==> config.mk <==
export PLATFORM = sky130hd
export DESIGN_NAME = qvr_isqrt
export DESIGN_NICKNAME = d
export VERILOG_FILES = /design/src/hw/rtl/qvr_pkg.sv /design/src/hw/rtl/qvr_isqrt.sv
export SDC_FILE = /design/constraint.sdc
export NUM_CORES = 2
export LEC_CHECK = 0
export BUFFER_PORTS_ARGS = -buffer_cell sky130_fd_sc_hd__clkbuf_2
export CAP_MARGIN = 40
export CELL_PAD_IN_SITES_DETAIL_PLACEMENT = 0
export CELL_PAD_IN_SITES_GLOBAL_PLACEMENT = 1
export CORE_MARGIN = 3
export CORE_UTILIZATION = 45
export CTS_CLUSTER_DIAMETER = 100
export DETAILED_ROUTE_END_ITERATION = 8
export PLACE_DENSITY = 0.79
export SLEW_MARGIN = 10
export SYNTH_ARGS = -nofsm -noshare
export SYNTH_HDL_FRONTEND = slang
export SYNTH_SLANG_ARGS = --single-unit
==> constraint.sdc <==
create_clock -name clk -period 8.2 [get_ports clk]
set_input_delay 1.23 -clock clk [delete_from_list [all_inputs] [get_ports clk]]
set_output_delay 1.23 -clock clk [all_outputs]
set_load 0.02 [all_outputs]
==> src/hw/rtl/qvr_pkg.sv <==
// ----------------------------------------------------------------------------
// qvr_pkg - shared types and constants for the quaternion vector rotator
// Payload structs, register indexes and the sideband that rides the
// normalisation pipeline.
// ----------------------------------------------------------------------------
package qvr_pkg;

	localparam int FRAC_BITS_DEF = 14;
	localparam int COMP_W        = 16;

	// configuration register indexes
	localparam logic [1:0] REG_ROT_X = 2'd0;
	localparam logic [1:0] REG_ROT_Y = 2'd1;
	localparam logic [1:0] REG_ROT_Z = 2'd2;
	localparam logic [1:0] REG_ROT_W = 2'd3;

	// input transaction
	typedef struct packed {
		logic signed [COMP_W-1:0] vec_x;
		logic signed [COMP_W-1:0] vec_y;
		logic signed [COMP_W-1:0] vec_z;
	} vec_t;

	// result transaction
	typedef struct packed {
		logic signed [COMP_W-1:0] out_x;
		logic signed [COMP_W-1:0] out_y;
		logic signed [COMP_W-1:0] out_z;
		logic                     zero_length;
	} res_t;

	// sideband through the square root: magnitudes, signs, zero flag
	typedef struct packed {
		logic [2:0][COMP_W-1:0] mag;
		logic [2:0]             neg;
		logic                   zero;
	} norm_side_t;

	// sideband through the divider
	typedef struct packed {
		logic [2:0] neg;
		logic       zero;
	} div_side_t;

endpackage

==> src/hw/rtl/qvr_isqrt.sv <==
// ----------------------------------------------------------------------------
// qvr_isqrt - pipelined integer square root
// floor(sqrt(n * 2^32)) for a 32-bit n, one root bit per stage, 32 stages.
// ----------------------------------------------------------------------------
module qvr_isqrt (
	input  logic                   clk,
	input  logic                   arst_n,
	input  logic                   en,
	input  logic                   in_valid,
	input  logic [31:0]            in_n,
	input  qvr_pkg::norm_side_t    in_side,
	output logic                   out_valid,
	output logic [31:0]            out_root,
	output qvr_pkg::norm_side_t    out_side
);

	localparam int STAGES = 32;

	logic                valid_p [0:STAGES];
	logic [31:0]         root_p  [0:STAGES];
	logic [33:0]         rem_p   [0:STAGES];
	logic [31:0]         n_p     [0:15];
	qvr_pkg::norm_side_t side_p  [0:STAGES];

	assign valid_p[0] = in_valid;
	assign root_p[0]  = '0;
	assign rem_p[0]   = '0;
	assign n_p[0]     = in_n;
	assign side_p[0]  = in_side;

	genvar k;
	generate
		for (k = 0; k < STAGES; k++) begin : g_stage
			logic [1:0]  pair;
			logic [35:0] rem_sh;
			logic [35:0] trial;
			logic        ge;

			// next radicand pair: top half from n, bottom half is zero
			if (k < 16) begin : g_pair
				assign pair = n_p[k][31-2*k -: 2];
			end else begin : g_zero
				assign pair = 2'b00;
			end

			assign rem_sh = {rem_p[k], pair};
			assign trial  = {2'b00, root_p[k], 2'b01};
			assign ge     = (rem_sh >= trial);

			always_ff @(posedge clk or negedge arst_n) begin
				if (!arst_n) begin
					valid_p[k+1] <= 1'b0;
				end else if (en) begin
					valid_p[k+1] <= valid_p[k];
				end
			end

			always_ff @(posedge clk) begin
				if (en) begin
					rem_p[k+1]  <= ge ? 34'(rem_sh - trial) : 34'(rem_sh);
					root_p[k+1] <= {root_p[k][30:0], ge};
					side_p[k+1] <= side_p[k];
				end
			end

			if (k < 15) begin : g_ncarry
				always_ff @(posedge clk) begin
					if (en) begin
						n_p[k+1] <= n_p[k];
					end
				end
			end
		end
	endgenerate

	assign out_valid = valid_p[STAGES];
	assign out_root  = root_p[STAGES];
	assign out_side  = side_p[STAGES];

endmodule

Yosys cells after proc, flatten, opt, wreduce, memory -nomap -nowiden --
Index checks and enable logic that the tools add are counted.
Storage, ports and cells: flip-flop bits (word level) 3487, output and inout bits 85, input port bits 88, word-level logic and storage cells 380
Operators by class: order comparisons 32, add/sub/neg operators 31, muxes and demuxes 31
Operator list (number):
- 34-bit two-way mux | 30
- 36-bit by 10-bit >= comparator with 1-bit output | 1
- 36-bit by 11-bit >= comparator with 1-bit output | 1
- 36-bit by 12-bit >= comparator with 1-bit output | 1
- 36-bit by 13-bit >= comparator with 1-bit output | 1
- 36-bit by 14-bit >= comparator with 1-bit output | 1
- 36-bit by 15-bit >= comparator with 1-bit output | 1
- 36-bit by 16-bit >= comparator with 1-bit output | 1
- 36-bit by 17-bit >= comparator with 1-bit output | 1
- 36-bit by 18-bit >= comparator with 1-bit output | 1
- 36-bit by 19-bit >= comparator with 1-bit output | 1
- 36-bit by 20-bit >= comparator with 1-bit output | 1
- 36-bit by 21-bit >= comparator with 1-bit output | 1
- 36-bit by 22-bit >= comparator with 1-bit output | 1
- 36-bit by 23-bit >= comparator with 1-bit output | 1
- 36-bit by 24-bit >= comparator with 1-bit output | 1
- 36-bit by 25-bit >= comparator with 1-bit output | 1
- 36-bit by 26-bit >= comparator with 1-bit output | 1
- 36-bit by 27-bit >= comparator with 1-bit output | 1
- 36-bit by 28-bit >= comparator with 1-bit output | 1
- 36-bit by 29-bit >= comparator with 1-bit output | 1
- 36-bit by 3-bit >= comparator with 1-bit output | 1
- 36-bit by 30-bit >= comparator with 1-bit output | 1
- 36-bit by 31-bit >= comparator with 1-bit output | 1
- 41 further kinds | 41

Depth between registers and ports, before layout --
depth after elaboration 2, gate-level depth with buffers 14, mapped depth without buffers 14

Worst setup path after synthesis --
Ideal clock, no wire load.
path kind reg2reg, start reg rem_p (netlist bit g_stage[26].rem_sh[2]), end reg rem_p (netlist bit g_stage[27].rem_sh[18]) (data pin), setup slack 4.270 ns, arrival 3.668 ns, library setup time 0.262 ns, stages on the path, launching flop included 12, path buffers 1, clock period less this slack 3.930 ns, data required time 7.938 ns, cell sequence edfxtp_1 ha_1 fa_1 a211oi_1 o21ai_1 a211oi_1 o211ai_1 a21oi_1 o21ai_1 a2111oi_2 buf_2 mux2_1
Between the ends: word-level cells in the longest chain between the ends 2, elaborated cells between the ends (all ways) 3, those cells by class add/sub: 1; order compare: 1; mux: 1
RTL lines:
- start, declared | line qvr_isqrt.sv:21 | logic [33:0] rem_p [0:STAGES];
- start signal, assigned by index | line qvr_isqrt.sv:60 | rem_p[k+1] <= ge ? 34'(rem_sh - trial) : 34'(rem_sh);
- 34-bit by 28-bit subtractor with 34-bit output or 36-bit by 28-bit >= comparator with 1-bit output (tied branches) | line qvr_isqrt.sv:60, qvr_isqrt.sv:48
- 34-bit two-way mux * | line qvr_isqrt.sv:60
Mark *: on every way between the ends. The rest lies on a longest branch, timed or not. A chain may end at the register's enable or synchronous reset.

Worst setup path in the final report --
start reg rem_p (netlist bit g_stage[26].rem_sh[2]), end reg rem_p (netlist bit g_stage[27].rem_sh[11]) (data pin)
Same word-level chain as after synthesis.

==> flow_metrics.py <==
metrics = {
    "run_status": {
        "status": "finished, final reports clean",
    },
    "timing": {
        "period_needed_ps": 4920,
        "slew_headroom_pct": 25.6,
        "final_max_slew_viol_count": 0,
        "rsz0062_at_grt": "false",
        "finalSetupTns_ps": 0,
        "setup_viol": 0,
        "hold_viol": 0,
        "tightestPinTransition_ps": 1120,
        "final.period_utilization_pct": 60.0,
        "fin_worst_skew_ps": 95.3,
        "max_freq_ghz": 0.203,
    },
    "logic_synthesis": {
        "synth.yosys.seq_area_share_pct": 72.0,
        "yosysMostFrequentCell": "edfxtp_1",
        "synth_edf_count": 3420,
        "synth.top_cell.area_share_pct": 71.5,
        "synth_commonest_cells": "3420 x edfxtp_1, 673 x inv_1, 565 x nand2_1",
        "synth_top_area_cell": "edfxtp_1",
        "syn-num-nets": 10300,
        "netlist_instances": 9666,
        "synthesis.area_um2": 144000,
        "ys.flop_type": "edfxtp_1",
        "netlist_top_cells_area": "edfxtp_1 71%, ha_1 4.6%, xnor2_1 2.5%",
        "ys_ff_latch": 3452,
        "ys.warnings.count": 0,
        "syn_area_per_cell_um2": 14.9,
        "async_flop_share_pct": 0.927,
        "synthDistinctLibCells": 96,
    },
    "clock_network": {
        "hold_buffers": 0,
        "clock_latency_ps": 930,
        "cts.clk_slew.worst_paths_ps": 60,
        "clockBufferDepth": 4,
        "post-cts-setup-buffer-count": 0,
        "post_cts_resized": 0,
        "h-tree-depth": 5,
        "numCtsBuffers": 367,
        "cts_sinks": 3452,
        "cts_tree": "done",
        "cts-root-buf": "clkbuf_16",
    },
    "floorplan": {
        "die_h_um": 571,
        "fp.dieW_um": 571,
        "pin_count": 173,
        "initial_core_util_pct": 45.4,
        "row_count": 206,
        "fp.dieArea_um2": 326000,
        "core_area_um2": 317000,
    },
    "worst_setup_path": {
        "critPathSlowestCell": "a2111oi_4",
        "startpoint_type": "register",
        "end_kind": "register",
        "critical_path.top_delay_family": "compound AO/OA/AOI/OAI gates",
        "crit_buf_inv": 2,
        "ff2ff_path_depth": 12,
        "crit_path_cell_trace": "ha_1 -> fa_1 -> a211oi_1 -> o21ai_1 -> a211oi_1 -> o211ai_1 -> a21oi_1 -> o21ai_1 -> a2111oi_4 -> buf_6 -> buf_4 -> mux2_2",
        "reg2reg_from": "g_stage[26].rem_sh[2]",
        "arrival_ps": 5550,
        "rrSetupSlack_ps": 3280,
        "critPathMaxStageDelay_ps": 620,
        "worstSetupPathType": "reg2reg",
        "cp.required_ps": 8830,
        "r2r-end": "g_stage[27].rem_sh[11]",
        "worstPathMaxFanout": 27,
    },
    "pwr": {
        "p_leak_uw": 0.0597,
        "power.total_uw": 45800,
        "p_per_area_nw_per_um2": 283,
        "ir_drop_uv": 207,
    },
    "routing": {
        "wire_per_inst_um": 17.1,
        "drtIter0Drc": 5265,
        "wl_met2_mm": 121,
        "drc_errors": 0,
        "drt-met1-wl_mm": 106,
        "dr.max_layer_used": "met5",
        "vias_per_cell": 5.21,
        "met3WireLength_mm": 12.5,
        "drt.antenna.violating_nets": 0,
        "via_count": 75700,
        "drt_pass1_iterations": 6,
        "routed_wl_mm": 248,
    },
    "layout": {
        "drive_gt1_share_pct": 9.07,
        "nets": 10700,
        "area_delta_synth_final_pct": 12.6,
        "fill_cells": 25900,
        "final_area_um2": 162000,
    },
    "placed_design": {
        "placed_area_um2": 150000,
        "port-buffer-count": 172,
        "hpwlAfterDp_mm": 168,
        "gp_congestion": 0.927,
    },
    "global_route": {
        "grt_pass1_vias": 76400,
        "grt_overflow": 0,
        "grt_usage_pct": 14.9,
        "antenna_found_initial": 9,
        "grt_max_degree": 200,
        "grt_pass1_wl_mm": 398,
    },
    "flow_run": {
        "cap_violations": 0,
    },
    "hold_path": {
        "hp-class": "in2async",
    },
}
## report_power, final
part | total (µW) | switching (µW) | internal (µW)
clock | 16400 | 6680 | 9720
combinational | 6600 | 3830 | 2770
sequential | 22800 | 1050 | 21700
## layout make-up
| type | count | area, µm² | share of cell area [%] |
|---|---|---|---|
| antenna | 4 | 10.0 | 0.00618 |
| clock buffer | 443 | 9680 | 5.98 |
| clock inverter | 223 | 2370 | 1.46 |
| inverter | 684 | 2570 | 1.59 |
| multi-input combinational | 5335 | 36800 | 22.7 |
| sequential | 3452 | 103000 | 63.9 |
| tap | 4160 | 5200 | 3.22 |
| timing repair buffer | 246 | 1770 | 1.10 |
## flip-flops by register name (all words and copies together), names as in the netlist
register        count
side_p           1612
g_stage.trial     496
out_valid           1
valid_p            31
out_root           32
g_stage.pair       30
out_side           52
g_stage.rem_sh    988
n_p               210
## metal layers
metal	GRT usage [%]	vias to the layer above
li1	-	37000
met1	19.0	36500
met2	25.4	1603
met3	2.73	565
met4	5.79	2
met5	0	-
## cell families after synthesis
kind of cell | share of synthesized area, %
other cells | 0.00261
buf+inv | 2.44
xor+xnor | 4.80
flops | 72.0
mux | 1.21
simple gates | 7.39
compound gates | 7.31
fa+ha+maj | 4.83
## worst max-delay path by stage
stage | to | startpoint | cells after the start
global placement | g_stage[19].rem_sh[35] | g_stage[18].rem_sh[2] | 13
global route | g_stage[27].rem_sh[19] | g_stage[26].rem_sh[2] | 12
floorplan | g_stage[27].rem_sh[18] | g_stage[26].rem_sh[2] | 11
finish | g_stage[27].rem_sh[11] | g_stage[26].rem_sh[2] | 12
detailed placement | g_stage[27].rem_sh[19] | g_stage[26].rem_sh[2] | 12
CTS | g_stage[27].rem_sh[11] | g_stage[26].rem_sh[2] | 12
## stage by stage
stage | setup WS [ps] | util, % | hold slack (ps) | cells
6_report | 3280 | 51.1 | 383 | 14500
5_1_grt | 3000 | 51.1 | 370 | 14500
4_1_cts | 3310 | 51.1 | 311 | 14500
3_3_place_gp | 2700 | 47.3 | 400 | 13900
2_1_floorplan | 4270 | - | 400 | 9666
3_5_place_dp | 3350 | 47.3 | 405 | 13900
## cell usage in the layout (no fill, tap or decap), drive strengths merged, types with 57 or more instances in the layout
master  synthesis  final
xor2          374    374
or3           101    101
edfxtp       3420   3420
nor2          522    522
mux2          140    140
a21oi         534    534
buf            74     73
o21bai         63     63
ha            531    531
nand4          60     60
clkinv          0    149
o21ai         435    435
o31ai          57     57
or2            58     58
nor2b          66     66
nand2         565    565
nor3          199    199
clkbuf        121    614
inv           684    701
nand2b         91     91
a21o          205    205
nor4          126    126
a211oi         57     57
o21a           87     87
nand3         142    142
xnor2         414    414
## worst register-to-register path, delay by kind of cell (launching register included)
kind,cells,cell delay (ps)
AOI/OAI and AO/OA,7,2430
DFF,1,500
muxes,1,390
buffers and inverters,2,550
adders and majority gates,2,790
(Power assumes the default switching activity.)
